--- src/sv/jiab_pkg.sv ---
// Shared types, operation codes and helpers for the JVM integer ALU/branch unit.
// No dependencies; every other file in sv/ uses this package.
`default_nettype none

package jiab_pkg;

  localparam int PC_BITS   = 16;
  localparam int DIV_STEPS = 64;

  localparam logic [5:0] OP_IADD  = 6'd0;
  localparam logic [5:0] OP_LADD  = 6'd1;
  localparam logic [5:0] OP_ISUB  = 6'd2;
  localparam logic [5:0] OP_LSUB  = 6'd3;
  localparam logic [5:0] OP_IMUL  = 6'd4;
  localparam logic [5:0] OP_LMUL  = 6'd5;
  localparam logic [5:0] OP_IDIV  = 6'd6;
  localparam logic [5:0] OP_LDIV  = 6'd7;
  localparam logic [5:0] OP_IREM  = 6'd8;
  localparam logic [5:0] OP_LREM  = 6'd9;
  localparam logic [5:0] OP_ISHL  = 6'd10;
  localparam logic [5:0] OP_LSHL  = 6'd11;
  localparam logic [5:0] OP_ISHR  = 6'd12;
  localparam logic [5:0] OP_LSHR  = 6'd13;
  localparam logic [5:0] OP_IUSHR = 6'd14;
  localparam logic [5:0] OP_LUSHR = 6'd15;
  localparam logic [5:0] OP_IAND  = 6'd16;
  localparam logic [5:0] OP_LAND  = 6'd17;
  localparam logic [5:0] OP_IOR   = 6'd18;
  localparam logic [5:0] OP_LOR   = 6'd19;
  localparam logic [5:0] OP_IXOR  = 6'd20;
  localparam logic [5:0] OP_LXOR  = 6'd21;
  localparam logic [5:0] OP_I2L   = 6'd22;
  localparam logic [5:0] OP_L2I   = 6'd23;
  localparam logic [5:0] OP_I2B   = 6'd24;
  localparam logic [5:0] OP_I2C   = 6'd25;
  localparam logic [5:0] OP_I2S   = 6'd26;
  localparam logic [5:0] OP_LCMP  = 6'd27;
  localparam logic [5:0] OP_IFEQ  = 6'd28;
  localparam logic [5:0] OP_IFNE  = 6'd29;
  localparam logic [5:0] OP_IFLT  = 6'd30;
  localparam logic [5:0] OP_IFGE  = 6'd31;
  localparam logic [5:0] OP_IFGT  = 6'd32;
  localparam logic [5:0] OP_IFLE  = 6'd33;
  localparam logic [5:0] OP_ICMPEQ = 6'd34;
  localparam logic [5:0] OP_ICMPNE = 6'd35;
  localparam logic [5:0] OP_ICMPLT = 6'd36;
  localparam logic [5:0] OP_ICMPGE = 6'd37;
  localparam logic [5:0] OP_ICMPGT = 6'd38;
  localparam logic [5:0] OP_ICMPLE = 6'd39;
  localparam logic [5:0] OP_ACMPEQ = 6'd40;
  localparam logic [5:0] OP_ACMPNE = 6'd41;

  // Payload that travels down the divider pipe.
  typedef struct packed {
    logic               div_op;   // idiv/ldiv/irem/lrem
    logic               rem_sel;  // remainder wanted
    logic               w32;      // 32-bit division
    logic               neg_q;
    logic               neg_r;
    logic               dz;
    logic               taken;
    logic [63:0]        res;      // result of every non-divide op
    logic [PC_BITS-1:0] target;
    logic [63:0]        num;      // dividend, quotient bits shift in from the bottom
    logic [63:0]        rem;
    logic [63:0]        den;
  } pipe_t;

  function automatic logic [63:0] sx32(input logic [31:0] x);
    return {{32{x[31]}}, x};
  endfunction

endpackage

`default_nettype wire

--- src/sv/jiab_post.sv ---
// Back end: divider sign fix, zero-divisor handling, final select; output register.
// Depends on jiab_pkg.
`default_nettype none

module jiab_post (
  input  wire logic                         clk,
  input  wire logic                         rst,
  input  wire logic                         en,
  input  wire logic                         v_in,
  input  wire jiab_pkg::pipe_t              p_in,
  output logic                              v_out,
  output logic [63:0]                       result,
  output logic                              branch_taken,
  output logic [jiab_pkg::PC_BITS-1:0]      target_pc,
  output logic                              div_by_zero
);

  logic [63:0] res_next;

  always_comb begin
    logic [63:0] q, r, val;
    q   = p_in.neg_q ? -p_in.num : p_in.num;
    r   = p_in.neg_r ? -p_in.rem : p_in.rem;
    val = p_in.rem_sel ? r : q;
    if (p_in.w32) begin
      val = jiab_pkg::sx32(val[31:0]);
    end
    if (!p_in.div_op) begin
      res_next = p_in.res;
    end else if (p_in.dz) begin
      res_next = 64'd0;
    end else begin
      res_next = val;
    end
  end

  always_ff @(posedge clk) begin
    if (rst) begin
      v_out <= 1'b0;
    end else if (en) begin
      v_out <= v_in;
    end
  end

  always_ff @(posedge clk) begin
    if (en) begin
      result       <= res_next;
      branch_taken <= p_in.taken;
      target_pc    <= p_in.target;
      div_by_zero  <= p_in.dz;
    end
  end

endmodule

`default_nettype wire

--- config.mk ---
export PLATFORM = sky130hd
export DESIGN_NAME = jiab_post
export DESIGN_NICKNAME = d
export VERILOG_FILES = /design/src/sv/jiab_pkg.sv /design/src/sv/jiab_post.sv
export SDC_FILE = /design/constraint.sdc
export NUM_CORES = 1
export LEC_CHECK = 0
export ABC_AREA = 0
export BUFFER_PORTS_ARGS = -buffer_cell sky130_fd_sc_hd__buf_2
export CORE_AREA = 3 3 140 142
export DETAILED_ROUTE_END_ITERATION = 6
export DIE_AREA = 0 0 143 145
export GPL_TIMING_DRIVEN = 0
export PLACE_DENSITY = 0.79
export SLEW_MARGIN = 20
export SYNTH_ARGS = -nofsm -noshare
export SYNTH_HDL_FRONTEND = slang
export SYNTH_SLANG_ARGS = --single-unit
--- constraint.sdc ---
create_clock -name clk -period 7 [get_ports clk]
set_input_delay 1.4 -clock clk [delete_from_list [all_inputs] [get_ports clk]]
set_output_delay 1.4 -clock clk [all_outputs]
set_load 0.02 [all_outputs]
; After elaboration in Yosys (flattened, before gate mapping)
; Cells that the tools add are included.
[word_totals]
wordCells = 13
in_bits = 283
output_inout_bits = 83
register_bits = 83
[op_classes]
addsub = 2
mux = 6
[op_table]
columns = operator, n
row1 = $mux W64, 6
row2 = $neg A64 Y64, 2

; Logic depth before layout (Yosys ltp)
[logic_depth]
word_depth = 6
ltp_mapped = 10
mapped_depth_nobuf = 9

; Worst setup path after synthesis
; OpenSTA, ideal clock, no wires.
[synth_path]
kind = input to register
startpoint = input p_in[132] (netlist name)
endpoint = register result[61] (data pin)
setup_slack_ps = 2939
t_arrival_ps = 3795
setup_time_ps = 266
path_stages = 9
n_path_buf = 2
required_ps = 6734
cell_sequence = or3_4 or4_4 buf_6 or3_4 buf_6 or3_4 or4_1 o211ai_1 a22oi_1
[synth_between]
elab_chain_cells = 6
[synth_rtl]
columns = element, line
row1 = start: declaration, jiab_post.sv:10  ; input wire jiab_pkg::pipe_t p_in,
row2 = $neg A64 Y64, jiab_post.sv:22  ; q = p_in.neg_q ? -p_in.num : p_in.num;
row3 = $mux W64, jiab_post.sv:22
row4 = $mux W64, jiab_post.sv:24  ; val = p_in.rem_sel ? r : q;
row5 = $mux W64, jiab_post.sv:25  ; if (p_in.w32) begin
row6 = $mux W64, jiab_post.sv:30  ; end else if (p_in.dz) begin
row7 = $mux W64, jiab_post.sv:28  ; if (!p_in.div_op) begin
row8 = named net res_next[61], jiab_post.sv:18  ; logic [63:0] res_next;
row9 = end signal: assignment, jiab_post.sv:47  ; result <= res_next;
row10 = end: declaration, jiab_post.sv:12  ; output logic [63:0] result,
; The timed path passes the listed nets, and every way through them passes these cells.
; A chain may end at the register's enable or synchronous reset.

; Worst setup path after layout
[layout_path]
startpoint = input p_in[65] (netlist name)
endpoint = register result[58] (data pin)
[layout_between]
elab_chain_cells = 6
[layout_rtl]
columns = element, line
row1 = $neg A64 Y64, jiab_post.sv:23  ; r = p_in.neg_r ? -p_in.rem : p_in.rem;
row2 = $mux W64, jiab_post.sv:23
row3 = $mux W64, jiab_post.sv:24
row4 = $mux W64, jiab_post.sv:25
row5 = $mux W64, jiab_post.sv:30
row6 = $mux W64, jiab_post.sv:28
row7 = named net res_next[58], jiab_post.sv:18
; The timed path passes the listed nets, and every way through them passes these cells.

==> flow_summary_export.csv <==
group,metric,value,unit
status,outcome,"finished, final reports clean",
critical_path,crit_path_end_kind,"register",
drt,wl_per_cell,24.29,um
critical_path,r2r_setup_slack,6.41,ns
sta,totalNegativeSetupSlack,0,ns
grt,grtUsageTotal,30.96,%
cts,cts.repair_timing.setup_buffer_count,0,
floorplan,die_area,20740,um2
grt,met2_track_utilization_from_global_routing,47.70,%
grt,first_global_vias,8151,
floorplan,die_x,143,um
synthesis,synth.avg_cell_area,8.864,um2
grt,grt_antenna_before_repair,4,
sta,relSlewSlack,33.29,%
synthesis,synth-seq-cells,83,
sta,clock_skew,0,ns
drt,detailroute.via_count,8548,
pwr,p_leak,3.568,nW
floorplan,core-area,18580,um2
sta,setup_viol_count_final,0,
cts,tritoncts_clock_tree,"done",
sta,fin_crit_sh,68.20,%
finish,stdcell_count,1375,
sta,worst-slew-pin-transition,0.9754,ns
cts,clk_latency,0.35,ns
drt,antenna_violating_nets_remaining,0,
worst_hold_path,min_from,"v_out$_SDFFE_PP0P_",
finish,finish.utilization,50.48,%
placement,numPlacedInstances,1354,
finish,sequential_cell_area,2482,um2
critical_path,timing.critical_path.required,7.07,ns
synthesis,synth_cells,821,
finish,drive_above_1_share,30.46,%
synthesis,edff_count_synth,82,
drt,drc,0,
cts,worst_setup_hold_path_clk_slew,0.07,ns
cts,cts-hold-fix-buffers,0,
finish,num-fill-cells,1828,
floorplan,die_height,145,um
synthesis,yosysUniqueCellTypes,68,
finish,layout.nets,1416,
grt,globalRoute.busiestLayer,"met2",
placement,routabilityCongestion,1.001,
critical_path,reg2reg_depth,2,
drt,vias_per_cell,6.217,
pwr,max_vdd_drop,0.1038,mV
drt,drtIter0Drc,928,
sta,final_max_slew_viol_count,0,
critical_path,cp_class,"input port to register",
worst_hold_path,timing.hold.worst_path_depth,2,
synthesis,netlist_area,7277,um2
grt,grt_util_met1,44.15,%
sta,rsz0062_at_grt,"false",
floorplan,core.rowCount,50,
cts,clockRootBuffer,"clkbuf_16",
synthesis,synth-warning-count,0,
floorplan,io_pins,366,
synthesis,post_synth_net_total,1106,
synthesis,postSynth.asyncResetShare,0,%
finish,area_delta_synth_final,28.90,%
placement,post-dp-hpwl,26770,um
synthesis,dominantRegCellSynth,"edfxtp_1",
sta,maxClockFrequency,209.5,MHz
pwr,pwr_density_cell,169.3,nW/um2
grt,grt_start_max_net_pins,51,
placement,place.port_buffers,298,
cts,cts_num_sinks,83,
worst_hold_path,min_delay_worst_endpoint,"v_out$_SDFFE_PP0P_",
cts,cts-htree-levels,3,
finish,area_used_by_multi_input_combinational_logic,4511,um2
critical_path,worst-endpoint-arrival,4.85,ns
drt,wl,33400,um
drt,drt_first_pass_iters,5,
sta,fin_crit,4.774,ns
grt,grt_pass1_wl,48920,um
cts,cts_buffers,9,
critical_path,rr_startpoint,"v_out$_SDFFE_PP0P_",
worst_hold_path,min_path_type,"register to register",
critical_path,worst_setup_path_start_kind,"input port",
grt,use_met3,4.878,%
flow_run,max-cap-violations,0,
cts,clk_path_buf_depth,2,
critical_path,rr_endpoint,"v_out$_SDFFE_PP0P_",
cts,post_cts.resized_instances,0,
critical_path,maximum_fanout_count_along_the_critical_path,10,
sta,timing_hold_violations_final,0,
floorplan,initial_core_util,39.16,%
synthesis,synth.yosys.seq_area_share,34.11,%
grt,grt-ovfl-total,0,
-- how the worst max path moves through the flow --
| stage | start | end | slack, ns | cells past startpoint |
|---|---|---|---|---|
| 2_1_floorplan | p_in[132] | result[61]$_DFFE_PP_ | 2.94 | 9 |
| 3_3_place_gp | p_in[64] | result[58]$_DFFE_PP_ | 1.89 | 11 |
| 3_5_place_dp | p_in[65] | result[58]$_DFFE_PP_ | 1.86 | 11 |
| 4_1_cts | p_in[65] | result[58]$_DFFE_PP_ | 2.22 | 11 |
| 5_1_grt | p_in[64] | result[58]$_DFFE_PP_ | 2.07 | 11 |
| 6_report | p_in[65] | result[58]$_DFFE_PP_ | 2.23 | 11 |
-- layout by cell type (no fill, tap or decap), drive strengths merged, types with 26 or more instances in the layout --
master and count:
o31ai 32, a21oi 43, buf 315, clkbuf 51, edfxtp 82, or4 31
xnor2 66, o41ai 30, o21ai 41, o2bb2ai 27, nor4 26, nand2 72
nor2 47, xor2 37, or3 31
-- routing by layer --
metal	vias to the layer above	share of wire, %
met4	2	3.3
met3	79	11
met5	-	0.033
met2	609	45
met1	4016	41
li1	3842	-
-- per-stage QoR --
stage | power [mW] | setup WS [ns] | instance area (um2) | hold WS [ns]
after floorplan | 0.8834 | 2.939 | 7277 | 0.5788
after global placement | 1.114 | 1.894 | 9061 | 0.4685
after detailed placement | 1.120 | 1.863 | 9091 | 0.4896
after CTS | 1.586 | 2.224 | 9368 | 0.5049
after global routing | 1.651 | 2.070 | 9375 | 0.5511
final | 1.588 | 2.226 | 9380 | 0.4996
-- state kept, by name, indices dropped and copies added, names as in the netlist --
name          count
branch_taken      1
div_by_zero       1
result           64
target_pc        16
v_out             1
-- worst max-delay path, cell delays in order --
cell       delay, ns
buf_2           0.12
inv_1           0.07
ha_1            0.15
or3b_2          0.44
clkbuf_1        0.18
nor3_1          0.36
nand4_1         0.53
o31ai_2         0.39
xnor2_1         0.17
a2111oi_0       0.90
o2bb2ai_1       0.13
-- layout make-up --
cell class              instances  area share, %
diodes                          5         0.1334
plain buffers                  58          2.588
clock buffers                   9          2.401
clock inverters                 7         0.5469
inverters                      11         0.4402
multi-input cells             669          48.09
flip-flops and latches         83          26.46
well taps                     234          3.121
repair buffers                299          16.22
-- synthesized netlist by cell type, drive strengths merged (27+ instances only) --
cell type | instances | share of area (%)
xor2 | 37 | 4.5
clkbuf | 42 | 2.2
nand2 | 72 | 3.7
or4 | 31 | 3.2
edfxtp | 82 | 34
o31ai | 32 | 3.4
or3 | 31 | 2.9
o21ai | 41 | 2.8
o2bb2ai | 27 | 3.2
nor2 | 47 | 2.4
xnor2 | 66 | 7.9
o41ai | 30 | 3.8
a21oi | 43 | 3.0
-- power by group --
group / internal [mW] / switching [mW] / leakage (nW)
sequential: 0.604 / 0.0113 / 0.805
clock: 0.244 / 0.222 / 0.140
combinational: 0.183 / 0.324 / 2.62
-- cells by family (layout without fill, tap and decap cells) --
logic type / Yosys count / after routing / share of synthesized area (%)
fa+ha+maj: 2 / 2 / 0.3438
xor+xnor: 103 / 103 / 12.40
simple gates: 289 / 289 / 21.10
compound gates: 254 / 254 / 25.17
buf+inv: 69 / 384 / 3.903
other cells: 0 / 5 / 0
flops: 83 / 83 / 34.11
mux: 21 / 21 / 2.974
No activity file was read; power rests on OpenSTA's default activity.
