<file path="src/sv/jiab_pkg.sv">
// Shared types, operation codes and helpers for the JVM integer ALU/branch unit.
// No dependencies; every other file in sv/ uses this package.
`default_nettype none

package jiab_pkg;

  localparam int PC_BITS   = 16;
  localparam int DIV_STEPS = 64;

  localparam logic [5:0] OP_IADD  = 6'd0;
  localparam logic [5:0] OP_LADD  = 6'd1;
  localparam logic [5:0] OP_ISUB  = 6'd2;
  localparam logic [5:0] OP_LSUB  = 6'd3;
  localparam logic [5:0] OP_IMUL  = 6'd4;
  localparam logic [5:0] OP_LMUL  = 6'd5;
  localparam logic [5:0] OP_IDIV  = 6'd6;
  localparam logic [5:0] OP_LDIV  = 6'd7;
  localparam logic [5:0] OP_IREM  = 6'd8;
  localparam logic [5:0] OP_LREM  = 6'd9;
  localparam logic [5:0] OP_ISHL  = 6'd10;
  localparam logic [5:0] OP_LSHL  = 6'd11;
  localparam logic [5:0] OP_ISHR  = 6'd12;
  localparam logic [5:0] OP_LSHR  = 6'd13;
  localparam logic [5:0] OP_IUSHR = 6'd14;
  localparam logic [5:0] OP_LUSHR = 6'd15;
  localparam logic [5:0] OP_IAND  = 6'd16;
  localparam logic [5:0] OP_LAND  = 6'd17;
  localparam logic [5:0] OP_IOR   = 6'd18;
  localparam logic [5:0] OP_LOR   = 6'd19;
  localparam logic [5:0] OP_IXOR  = 6'd20;
  localparam logic [5:0] OP_LXOR  = 6'd21;
  localparam logic [5:0] OP_I2L   = 6'd22;
  localparam logic [5:0] OP_L2I   = 6'd23;
  localparam logic [5:0] OP_I2B   = 6'd24;
  localparam logic [5:0] OP_I2C   = 6'd25;
  localparam logic [5:0] OP_I2S   = 6'd26;
  localparam logic [5:0] OP_LCMP  = 6'd27;
  localparam logic [5:0] OP_IFEQ  = 6'd28;
  localparam logic [5:0] OP_IFNE  = 6'd29;
  localparam logic [5:0] OP_IFLT  = 6'd30;
  localparam logic [5:0] OP_IFGE  = 6'd31;
  localparam logic [5:0] OP_IFGT  = 6'd32;
  localparam logic [5:0] OP_IFLE  = 6'd33;
  localparam logic [5:0] OP_ICMPEQ = 6'd34;
  localparam logic [5:0] OP_ICMPNE = 6'd35;
  localparam logic [5:0] OP_ICMPLT = 6'd36;
  localparam logic [5:0] OP_ICMPGE = 6'd37;
  localparam logic [5:0] OP_ICMPGT = 6'd38;
  localparam logic [5:0] OP_ICMPLE = 6'd39;
  localparam logic [5:0] OP_ACMPEQ = 6'd40;
  localparam logic [5:0] OP_ACMPNE = 6'd41;

  // Payload that travels down the divider pipe.
  typedef struct packed {
    logic               div_op;   // idiv/ldiv/irem/lrem
    logic               rem_sel;  // remainder wanted
    logic               w32;      // 32-bit division
    logic               neg_q;
    logic               neg_r;
    logic               dz;
    logic               taken;
    logic [63:0]        res;      // result of every non-divide op
    logic [PC_BITS-1:0] target;
    logic [63:0]        num;      // dividend, quotient bits shift in from the bottom
    logic [63:0]        rem;
    logic [63:0]        den;
  } pipe_t;

  function automatic logic [63:0] sx32(input logic [31:0] x);
    return {{32{x[31]}}, x};
  endfunction

endpackage

`default_nettype wire

</file>
<file path="src/sv/jiab_div_step.sv">
// One restoring-division stage: one quotient bit, registered.
// Depends on jiab_pkg.
`default_nettype none

module jiab_div_step (
  input  wire logic            clk,
  input  wire logic            rst,
  input  wire logic            en,
  input  wire logic            v_in,
  input  wire jiab_pkg::pipe_t p_in,
  output logic                 v_out,
  output jiab_pkg::pipe_t      p_out
);

  jiab_pkg::pipe_t p_next;

  always_comb begin
    logic [64:0] rs, diff;
    rs     = {p_in.rem, p_in.num[63]};
    diff   = rs - {1'b0, p_in.den};
    p_next = p_in;
    if (!diff[64]) begin
      p_next.rem = diff[63:0];
      p_next.num = {p_in.num[62:0], 1'b1};
    end else begin
      p_next.rem = rs[63:0];
      p_next.num = {p_in.num[62:0], 1'b0};
    end
  end

  always_ff @(posedge clk) begin
    if (rst) begin
      v_out <= 1'b0;
    end else if (en) begin
      v_out <= v_in;
    end
  end

  always_ff @(posedge clk) begin
    if (en) begin
      p_out <= p_next;
    end
  end

endmodule

`default_nettype wire

</file>
<file path="config.mk">
export PLATFORM = sky130hd
export DESIGN_NAME = jiab_div_step
export DESIGN_NICKNAME = d
export VERILOG_FILES = /design/src/sv/jiab_pkg.sv /design/src/sv/jiab_div_step.sv
export SDC_FILE = /design/constraint.sdc
export NUM_CORES = 1
export LEC_CHECK = 0
export BUFFER_PORTS_ARGS = -buffer_cell sky130_fd_sc_hd__buf_4
export CAP_MARGIN = 30
export CORE_AREA = 3 3 216 218
export CTS_CLUSTER_DIAMETER = 50
export DETAILED_ROUTE_END_ITERATION = 8
export DIE_AREA = 0 0 219 221
export SYNTH_ARGS = -nofsm -noshare
export SYNTH_HDL_FRONTEND = slang
export SYNTH_SLANG_ARGS = --single-unit
</file>
<file path="constraint.sdc">
create_clock -name clk -period 2.9 [get_ports clk]
set_input_delay 0.145 -clock clk [delete_from_list [all_inputs] [get_ports clk]]
set_output_delay 0.145 -clock clk [all_outputs]
set_load 0.05 [all_outputs]
</file>
### Word-level counts from Yosys, hierarchy flattened

Cells that the tools add are included.

| word-level totals | value |
|---|---|
| register bits | 280 |
| output and inout bits | 280 |

| cells by class | value |
|---|---|
| $add $sub $neg | 1 |
| muxes and demuxes | 1 |

Operator list:

| operator | number |
|---|---|
| two-way mux 65 bit | 1 |
| subtractor 65 x 64 -> 65 bit | 1 |

### Logic depth before layout (Yosys ltp)

Gate-level depths: netlist of the first run.

| logic depth | value |
|---|---|
| depth after elaboration | 2 |
| gate-level depth with buffers | 16 |

### Least setup slack after synthesis of the first run

Ideal clock, no wire load.

| timing | value |
|---|---|
| path kind | input -> register |
| from | input p_in[191] in the netlist's numbering |
| to | register p_out[127] in the netlist's numbering (data pin) |
| library setup time | 0.138 ns |
| arrival time | 2.859 ns |
| data required time | 2.762 ns |
| path slack | -0.096 ns |
| stages | 14 |
| path through | inv_1 > ha_1 > fa_1 > nand2b_1 > a21oi_1 > o21ai_1 > a21oi_1 > a21oi_2 > o41ai_4 > a211oi_1 > xor2_1 > buf_6 > or4_1 > nand4_1 |

RTL lines:

| item | line | RTL |
|---|---|---|
| start, declared | jiab_div_step.sv:10 | `input wire jiab_pkg::pipe_t p_in,` |
| end signal, assigned | jiab_div_step.sv:41 | `p_out <= p_next;` |
| end, declared | jiab_div_step.sv:12 | `output jiab_pkg::pipe_t p_out` |

==> results of run 1 <==
-- how the worst min path moves through the flow --
stage	startpoint	end	slack [ns]	cells past startpoint
6_report	en	p_out[167]$_DFFE_PP_	0.04	1
3_5_place_dp	rst	v_out$_SDFFE_PP0P_	0.32	2
4_1_cts	p_in[127]	p_out[104]$_DFFE_PP_	0.009	3
2_1_floorplan	rst	v_out$_SDFFE_PP0P_	0.22	1
5_1_grt	en	p_out[173]$_DFFE_PP_	0.03	1
3_3_place_gp	rst	v_out$_SDFFE_PP0P_	0.31	2
-- power by group through the flow --
stage | sequential, uW | clock (uW) | combinational, uW
global route | 5120 | 5200 | 4740
global placement | 5150 | 0 | 4100
finish | 5080 | 4890 | 4480
CTS | 5080 | 5000 | 4460
detailed placement | 5150 | 0 | 4120
floorplan | 6570 | 0 | 933
-- placed cells by master (no fill, tap or decap), drive strengths merged, types with 4 or more instances in the layout --
master,count
o21ai,102
nand2b,6
o21a,4
o21bai,14
a211oi,5
diode,5
nor3,13
ha,64
and3,5
clkinv,10
inv,90
a221oi,4
nor2b,6
a21o,32
nor2,34
o31ai,9
o211ai,4
or3,5
nand3,14
nand4,17
a21oi,82
clkbuf,52
xnor2,34
nand2,127
edfxtp,279
dlygate4sd3,280
buf,745
a31oi,7
xor2,27
-- layer usage --
layer	global-route usage	share of wire	up-vias
li1	-	-	5947
met1	0.244	0.37	5930
met2	0.393	0.50	479
met3	0.0666	0.082	89
met4	0.0935	0.042	8
met5	0	0.0010	-
-- flip-flops by register name, indices dropped and copies added, names as in the netlist --
| signal | count |
|---|---|
| p_out | 279 |
| v_out | 1 |
-- area by class of cell --
class | count | share of cell area
diodes | 5 | 0.000531
clock buffers | 51 | 0.0451
clock inverters | 23 | 0.0112
inverters | 81 | 0.0134
multi-input cells | 648 | 0.181
flip-flops and latches | 280 | 0.356
well taps | 600 | 0.0318
repair buffers | 1026 | 0.361
-- worst max-delay path: stages --
cell and delay [ns]:
dlygate4sd3_1 0.54, buf_4 0.14, inv_1 0.07, ha_2 0.30, a21oi_2 0.19, o21ai_2 0.10, a211oi_2 0.21, o31ai_2 0.10
nand4_1 0.11, a31oi_1 0.10, a211oi_2 0.35, xor2_4 0.26, buf_8 0.19, buf_12 0.15, o21ai_0 0.13
-- what timing repair did --
action | CTS | global route
hold buffers | 280 | 0
hold endpoints to repair | 279 | 0
gates resized for setup | 0 | 14
setup endpoints to repair | 0 | 63
-- logic make-up after synthesis --
group | after synthesis
multiplexers | 1
adder cells (fa/ha/maj) | 65
flip-flops | 280
XOR/XNOR | 61
buffers and inverters | 115
AO/OA/AOI/OAI | 285
AND/OR/NAND/NOR | 236
-- per-stage QoR --
step	hold slack (ns)	util
floorplan	0.217	-
global placement	0.307	0.429
detailed placement	0.316	0.429
CTS	0.00911	0.521
global route	0.0302	0.523
finish	0.0423	0.523
==> run_results.csv, run 1 <==
group,metric,value,unit
outcome,status,"completed",
clock_network,clockBufferDepth,3,
die,die_h,221,um
timing,setup_viol,0,
critical_path,required,3.18,ns
clock_network,cts_made_buffers,41,
synthesis,yosysMostFrequentCell,"edfxtp_1",
global_route,grt_max_degree,69,
routing,wirelength,55400,um
synthesis,synthXorXnorAreaFrac,0.0410,
synthesis,synth_top_family_by_area,"compound AO/OA/AOI/OAI gates",
timing,period_needed,2.81,ns
die,io_pins,563,
synthesis,synth_cell_types,56,
critical_path,endpoint_kind,"flip-flop",
finish,register_area,0.00840,sq mm
synthesis,synthFlopType,"edfxtp_1",
finish,n_fill_cell,3947,
power,power,14500,uW
synthesis,yosys.area.top_type,"edfxtp_1",
critical_path,path_class,"primary input to flip-flop",
die,core_area,0.0451,sq mm
power,pwr-share-clk,0.338,
global_route,overflow,0,
timing,skew,0,ns
synthesis,synth_top_area_share,0.643,
power,power_frac_comb,0.310,
finish,drive_gt1_frac,0.395,
synthesis,synth_mux_area_frac,0.000768,
synthesis,synth_enable_flop_cells,279,
synthesis,synth_fa_ha_area_frac,0.0630,
placement,dp.cells,2354,
die,rows,78,
timing,setup_tns,0,ns
synthesis,synthArstFlopShare,0,
timing,layout_setup_ws,0.0913,ns
synthesis,syn_area_per_cell,12.5,sq um
timing,timing.final.crit_share,0.969,
synthesis,synth_compound_area_frac,0.133,
synthesis,netlist_top_cells_count,"279 x edfxtp_1, 126 x nand2_1, 98 x o21ai_0",
die,start_util,0.289,
global_route,globalRouteTotalUtil,0.221,
finish,area_growth,81.0,%
timing,slew-limit-headroom,0.652,
critical_path,endpoint,"p_out[80]$_DFFE_PP_",
placement,dpl_cell_area,0.0194,sq mm
finish,fin_nets,2426,
synthesis,syn_inst,1043,
synthesis,synth_seq_cells,280,
routing,antenna_left,0,
timing,fmax,356,MHz
finish,fin_cells,2714,
clock_network,clock_latency,0.56,ns
synthesis,synth_area_leaders,"edfxtp_1 64%, ha_1 6.1%, o21ai_0 3.8%",
power,p_int,9600,uW
timing,maxSlewViolCount,0,
finish,multiInputGateArea,0.00426,sq mm
power,leakagePower,0.0104,uW
routing,vias_per_cell,4.59,
synthesis,netlist_area,0.0130,sq mm
routing,drtPass1Iterations,5,
power,power_density,613,mW/mm^2
critical_path,r2r_start,"v_out$_SDFFE_PP0P_",
routing,remaining_drc_errors,0,
clock_network,root_buffer,"clkbuf_16",
power,swShare,0.336,
power,ir_drop,0.000509,V
synthesis,ys_warn_count,0,
clock_network,htreeDepth,2,
critical_path,startpoint_type,"primary input",
critical_path,critical_path_arrival,3.08,ns
routing,drt_iter0_drc,622,
hold_path,hold_class,"primary input to flip-flop",
critical_path,cp_max_fo,17,
critical_path,r2r-end,"v_out$_SDFFE_PP0P_",
global_route,antenna_found_initial,8,
die,die_w,219,um
critical_path,reg2reg_depth,3,
run,drv_cap,0,
power,seqPwrFrac,0.352,
clock_network,clk_pin_slew,0.06,ns
routing,via_count,12500,
clock_network,cts_setup_buffers,0,
critical_path,cp-startpoint,"p_in[51]",
clock_network,clock_sinks,280,
global_route,grt_pass1_wl,81000,um
power,switchingPower,4860,uW
clock_network,cts_tree,"done",
synthesis,yosys.area_share.simple,0.0812,
placement,numPortBuffers,562,
timing,tightest_slew,0.518,ns
placement,gp_congestion,0.895,
synthesis,yosysSeqAreaShare,0.644,
routing,wl_per_cell,20.4,um
timing,hold_viol,0,
die,die_area,0.0484,sq mm
synthesis,syn_nets,1391,
placement,pre_cts_ws,-0.443,ns
placement,hpwl,41400,um
global_route,grt_pass1_vias,13200,
critical_path,r2r_setup_slack,1.77,ns
finish,final_cell_area,0.0236,sq mm
No activity file was read; power rests on OpenSTA's default activity.
==> run 2, diff against run 1 <==
--- a/config.mk
+++ b/config.mk
@@ -11,6 +11,7 @@
 export CTS_CLUSTER_DIAMETER = 50
 export DETAILED_ROUTE_END_ITERATION = 8
 export DIE_AREA = 0 0 219 221
+export MAX_ROUTING_LAYER = met4
 export SYNTH_ARGS = -nofsm -noshare
 export SYNTH_HDL_FRONTEND = slang
 export SYNTH_SLANG_ARGS = --single-unit
==> run_results.csv, run 2 (synthesized netlist as in run 1, its figures left out) <==
group,metric,value,unit
power,power,14300,uW
clock_network,cts_tree,"done",
timing,timing.final.crit_share,0.953,
hold_path,hold_class,"primary input to flip-flop",
finish,fin_nets,2427,
timing,layout_setup_ws,0.136,ns
timing,setup_viol,0,
placement,numPortBuffers,562,
critical_path,endpoint_kind,"flip-flop",
die,io_pins,563,
routing,remaining_drc_errors,0,
finish,regMostFlops,"p_out",
power,leakagePower,0.0104,uW
finish,drive_gt1_frac,0.398,
critical_path,cp_max_fo,5,
routing,antenna_left,0,
clock_network,clock_sinks,280,
critical_path,critical_path_arrival,3.07,ns
routing,drtPass1Iterations,5,
global_route,antenna_found_initial,9,
global_route,grtUsageMet3,0.0626,
global_route,use_met1,0.239,
timing,tightest_slew,0.562,ns
finish,area_growth,81.2,%
critical_path,startpoint_type,"primary input",
clock_network,cts_made_buffers,40,
timing,maxSlewViolCount,0,
hold_path,timing.hold.worst.start,"p_in[100]",
critical_path,required,3.21,ns
die,die_h,221,um
hold_path,holdPathEnd,"p_out[101]$_DFFE_PP_",
clock_network,htreeDepth,2,
routing,wl_per_cell,20.3,um
critical_path,r2r-end,"v_out$_SDFFE_PP0P_",
finish,most-common-layout-cells,"736 x buf_4, 279 x dlygate4sd3_1, 279 x edfxtp_1",
finish,reg_top3,"p_out x279, v_out x1",
routing,vias_per_cell,4.60,
power,ir_drop,0.000406,V
global_route,overflow,0,
routing,via_count,12500,
finish,largest_reg_flops,279,
finish,final_common_cell,"buf_4",
placement,gp_congestion,0.915,
die,core_area,0.0451,sq mm
run,drv_cap,0,
outcome,status,"completed",
power,power_density,607,mW/mm^2
timing,hold_viol,0,
timing,fmax,362,MHz
critical_path,r2r_setup_slack,1.72,ns
global_route,grt.busiest_layer,"met2",
global_route,grt_pass1_vias,13000,
clock_network,clockBufferDepth,3,
clock_network,root_buffer,"clkbuf_16",
routing,drt_iter0_drc,736,
die,rows,78,
global_route,grt_max_degree,71,
timing,slew-limit-headroom,0.625,
timing,timing.hold.ws,0.0356,ns
critical_path,reg2reg_depth,3,
critical_path,path_class,"primary input to flip-flop",
clock_network,clock_latency,0.57,ns
placement,pre_cts_ws,-0.448,ns
clock_network,clk_pin_slew,0.05,ns
global_route,grt_pass1_wl,79900,um
timing,skew,0,ns
critical_path,r2r_start,"v_out$_SDFFE_PP0P_",
routing,wirelength,55300,um
hold_path,holdPathStages,4,
die,die_area,0.0484,sq mm
global_route,globalRouteTotalUtil,0.225,
global_route,met2_usage,0.390,
die,die_w,219,um
placement,hpwl,41500,um
timing,period_needed,2.76,ns
die,start_util,0.289,
run 2: changes by cell type in the layout (fill, tap and decap cells not counted), sizes merged, moves of 2 or more:
cell,change
clkbuf,-7
clkinv,+7
diode,+4
buf,+2
clkinvlp,+2
run 2: worst max-delay path by stage:
stage          startpoint              endpoint
2_1_floorplan   p_in[191]  p_out[114]$_DFFE_PP_
3_3_place_gp    p_in[191]  p_out[114]$_DFFE_PP_
3_5_place_dp    p_in[191]  p_out[127]$_DFFE_PP_
4_1_cts         p_in[106]   p_out[87]$_DFFE_PP_
5_1_grt          p_in[48]  p_out[127]$_DFFE_PP_
6_report         p_in[51]  p_out[114]$_DFFE_PP_
run 2: what timing repair did:
| item | CTS | global route |
|---|---|---|
| gates resized for setup | 0 | 18 |
| endpoints found under the hold margin | 278 | 0 |
| setup buffers | 0 | 2 |
| hold buffers | 279 | 0 |
| setup endpoints to repair | 0 | 65 |
run 2: where the power goes:
| part | total [uW] | switching (uW) | internal (uW) |
|---|---|---|---|
| registers | 5080 | 133 | 4950 |
| clock network | 4750 | 1980 | 2770 |
| logic | 4510 | 2770 | 1740 |
| total | 14300 | 4880 | 9470 |
run 2: cell type report:
cell class	count	area [sq um]
Antenna cell	9	22.5
Clock buffer	43	1010
Clock inverter	31	280
Fill cell	3889	21500
Inverter	81	317
Multi-Input combinational cell	648	4290
Sequential cell	280	8400
Tap cell	600	751
Timing Repair Buffer	1028	8550
run 2: worst max-delay path: stages:
cell and delay, ns:
dlygate4sd3_1 0.54, buf_4 0.14, inv_1 0.09, ha_4 0.23, a21oi_2 0.18, o21ai_2 0.10, a211oi_2 0.25, o31ai_2 0.11
nand4_1 0.12, a31oi_2 0.12, a211oi_4 0.32, xor2_4 0.24, buf_6 0.15, nor2_1 0.04, a221o_1 0.30
run 2: per-stage QoR:
stage               area [sq um]  std cells   util  TNS, ns
finish                     23600       2720  0.524        0
global route               23600       2720  0.524  -0.0187
CTS                        23400       2707  0.520        0
detailed placement         19400       2354  0.429   -25.30
global placement           19400       2354  0.429   -22.29
floorplan                  13100       1043      -  -0.0166
run 2: per-layer routing:
| layer | part of all wire | vias to the layer above |
|---|---|---|
| li1 | - | 5948 |
| met1 | 0.37 | 5965 |
| met2 | 0.51 | 490 |
| met3 | 0.076 | 106 |
| met4 | 0.046 | 0 |
| met5 | 0 | - |
==> run 3, diff against run 2 <==
--- a/config.mk
+++ b/config.mk
@@ -7,11 +7,13 @@
 export LEC_CHECK = 0
 export BUFFER_PORTS_ARGS = -buffer_cell sky130_fd_sc_hd__buf_4
 export CAP_MARGIN = 30
-export CORE_AREA = 3 3 216 218
+export CORE_AREA = 3 3 219 221
 export CTS_CLUSTER_DIAMETER = 50
 export DETAILED_ROUTE_END_ITERATION = 8
-export DIE_AREA = 0 0 219 221
+export DIE_AREA = 0 0 222 224
+export GPL_TIMING_DRIVEN = 0
 export MAX_ROUTING_LAYER = met4
+export PLACE_DENSITY_LB_ADDON = 0.15
 export SYNTH_ARGS = -nofsm -noshare
 export SYNTH_HDL_FRONTEND = slang
 export SYNTH_SLANG_ARGS = --single-unit
==> constraint.sdc (replaced) <==
create_clock -name clk -period 3 [get_ports clk]
set_input_delay 0.15 -clock clk [delete_from_list [all_inputs] [get_ports clk]]
set_output_delay 0.15 -clock clk [all_outputs]
set_load 0.05 [all_outputs]
==> run_results.csv, run 3 (synthesized netlist as in run 1, its figures left out) <==
group,metric,value,unit
placement,hpwl,38500,um
power,leakagePower,0.00965,uW
routing,drtPass1Iterations,5,
die,die_area,0.0497,sq mm
global_route,grt_pass1_vias,12400,
finish,area_growth,71.2,%
global_route,overflow,0,
critical_path,r2r_setup_slack,1.86,ns
clock_network,clk_pin_slew,0.05,ns
critical_path,startpoint_type,"primary input",
finish,reg_top3,"p_out x279, v_out x1",
timing,skew,0,ns
finish,n_fill_cell,4245,
hold_path,holdPathStages,1,
die,start_util,0.281,
power,power_frac_comb,0.298,
critical_path,required,3.30,ns
power,swShare,0.333,
clock_network,htreeDepth,2,
finish,regMostFlops,"p_out",
critical_path,endpoint_kind,"flip-flop",
placement,pre_cts_ws,-1.18,ns
timing,layout_setup_ws,0.125,ns
timing,tightest_slew,0.685,ns
global_route,globalRouteTotalUtil,0.205,
finish,largest_reg_flops,279,
clock_network,clock_latency,0.54,ns
die,core_area,0.0464,sq mm
routing,via_count,11700,
clock_network,clockBufferDepth,3,
routing,wl_per_cell,19.8,um
routing,drt_iter0_drc,567,
finish,final_common_cell,"buf_4",
critical_path,critical_path_arrival,3.17,ns
placement,dpl_cell_area,0.0181,sq mm
power,p_int,8980,uW
run,drv_cap,0,
finish,most-common-layout-cells,"567 x buf_4, 280 x dlygate4sd3_1, 279 x edfxtp_1",
routing,remaining_drc_errors,0,
outcome,status,"completed",
timing,setup_viol,0,
clock_network,clock_sinks,280,
hold_path,timing.hold.worst.start,"en",
power,pwr-share-clk,0.338,
placement,numPortBuffers,562,
global_route,grt_pass1_wl,75700,um
timing,slew-limit-headroom,0.543,
global_route,antenna_found_initial,5,
placement,gp_congestion,0.870,
critical_path,r2r_start,"v_out$_SDFFE_PP0P_",
die,die_w,222,um
timing,hold_viol,0,
routing,vias_per_cell,4.55,
timing,period_needed,2.87,ns
hold_path,holdPathEnd,"p_out[56]$_DFFE_PP_",
clock_network,cts_tree,"done",
critical_path,r2r-end,"v_out$_SDFFE_PP0P_",
finish,drive_gt1_frac,0.345,
die,rows,79,
critical_path,reg2reg_depth,3,
global_route,grt_max_degree,111,
clock_network,root_buffer,"clkbuf_16",
timing,maxSlewViolCount,0,
die,io_pins,563,
finish,final_cell_area,0.0223,sq mm
critical_path,cp_max_fo,4,
power,seqPwrFrac,0.364,
clock_network,cts_made_buffers,39,
timing,timing.hold.ws,0.0502,ns
critical_path,path_class,"primary input to flip-flop",
power,ir_drop,0.000464,V
routing,wirelength,50900,um
hold_path,hold_class,"primary input to flip-flop",
power,power,13500,uW
power,power_density,603,mW/mm^2
routing,antenna_left,0,
die,die_h,224,um
finish,fin_nets,2277,
timing,fmax,348,MHz
power,switchingPower,4480,uW
timing,timing.final.crit_share,0.958,
## run 3: cell count changes in the layout (fill, tap and decap cells not counted), moves of 4 or more
cell      previous run  this run
a21oi_2              7         3
buf_12               6         0
buf_2                0        15
buf_4              736       567
clkbuf_1             3        14
clkinv_1             7         1
diode_2              9         5
## run 3: worst max path at each step
stage | cells past startpoint | to | startpoint | slack [ns]
2_1_floorplan | 14 | p_out[127]$_DFFE_PP_ | p_in[191] | 0.04
3_3_place_gp | 14 | p_out[118]$_DFFE_PP_ | p_in[0] | -1.67
3_5_place_dp | 14 | p_out[101]$_DFFE_PP_ | p_in[0] | -1.18
4_1_cts | 17 | p_out[118]$_DFFE_PP_ | p_in[0] | 0.01
5_1_grt | 17 | p_out[101]$_DFFE_PP_ | p_in[41] | -0.05
6_report | 13 | p_out[126]$_DFFE_PP_ | p_in[0] | 0.13
## run 3: metrics by stage
stage	cells	TNS (ns)	utilization
global route	2567	-0.206	0.481
floorplan	1043	0	-
CTS	2567	0	0.480
global placement	2212	-184.37	0.389
finish	2567	0	0.481
detailed placement	2215	-59.36	0.390
## run 3: critical path, stage by stage
cell and delay, ns:
buf_4 0.12, ha_1 0.22, fa_1 0.42, nand2b_4 0.18, a21oi_4 0.21, o21ai_4 0.11, a21oi_1 0.19, o31a_1 0.32
a211o_1 0.31, a21oi_1 0.24, o41ai_1 0.42, xnor2_1 0.17, o21ai_0 0.09
## run 3: cell type report
class | instances | area (sq um) | share of cell area
repair buffers | 850 | 7130 | 0.319
multi-input cells | 648 | 4280 | 0.192
inverters | 81 | 304 | 0.0136
well taps | 607 | 759 | 0.0340
clock buffers | 48 | 1010 | 0.0453
clock inverters | 19 | 244 | 0.0109
plain buffers | 29 | 171 | 0.00768
flip-flops and latches | 280 | 8400 | 0.376
diodes | 5 | 12.5 | 0.000561
## run 3: metal layers
| metal | global-route usage | up-vias | share of wire | wire [um] |
|---|---|---|---|---|
| li1 | - | 5639 | - | - |
| met1 | 0.227 | 5594 | 0.39 | 19700 |
| met2 | 0.364 | 388 | 0.52 | 26600 |
| met3 | 0.0566 | 51 | 0.070 | 3580 |
| met4 | 0.0545 | 0 | 0.021 | 1050 |
| met5 | - | - | 0 | 0 |
## run 3: repair_timing
item,in CTS,in global routing
pin swaps,4,7
gates cloned,1,0
setup endpoints to repair,65,64
gates resized for setup,18,17
hold endpoints to repair,279,0
buffers inserted,4,0
hold buffers,280,0
## run 3: power by group through the flow
stage          Clock (uW)  Combinational [uW]  Sequential (uW)
6_report             4560                4010             4900
5_1_grt              4890                4260             4940
4_1_cts              4700                4020             4900
3_5_place_dp            0                3670             4970
3_3_place_gp            0                3650             4980
2_1_floorplan           0                 893             6350
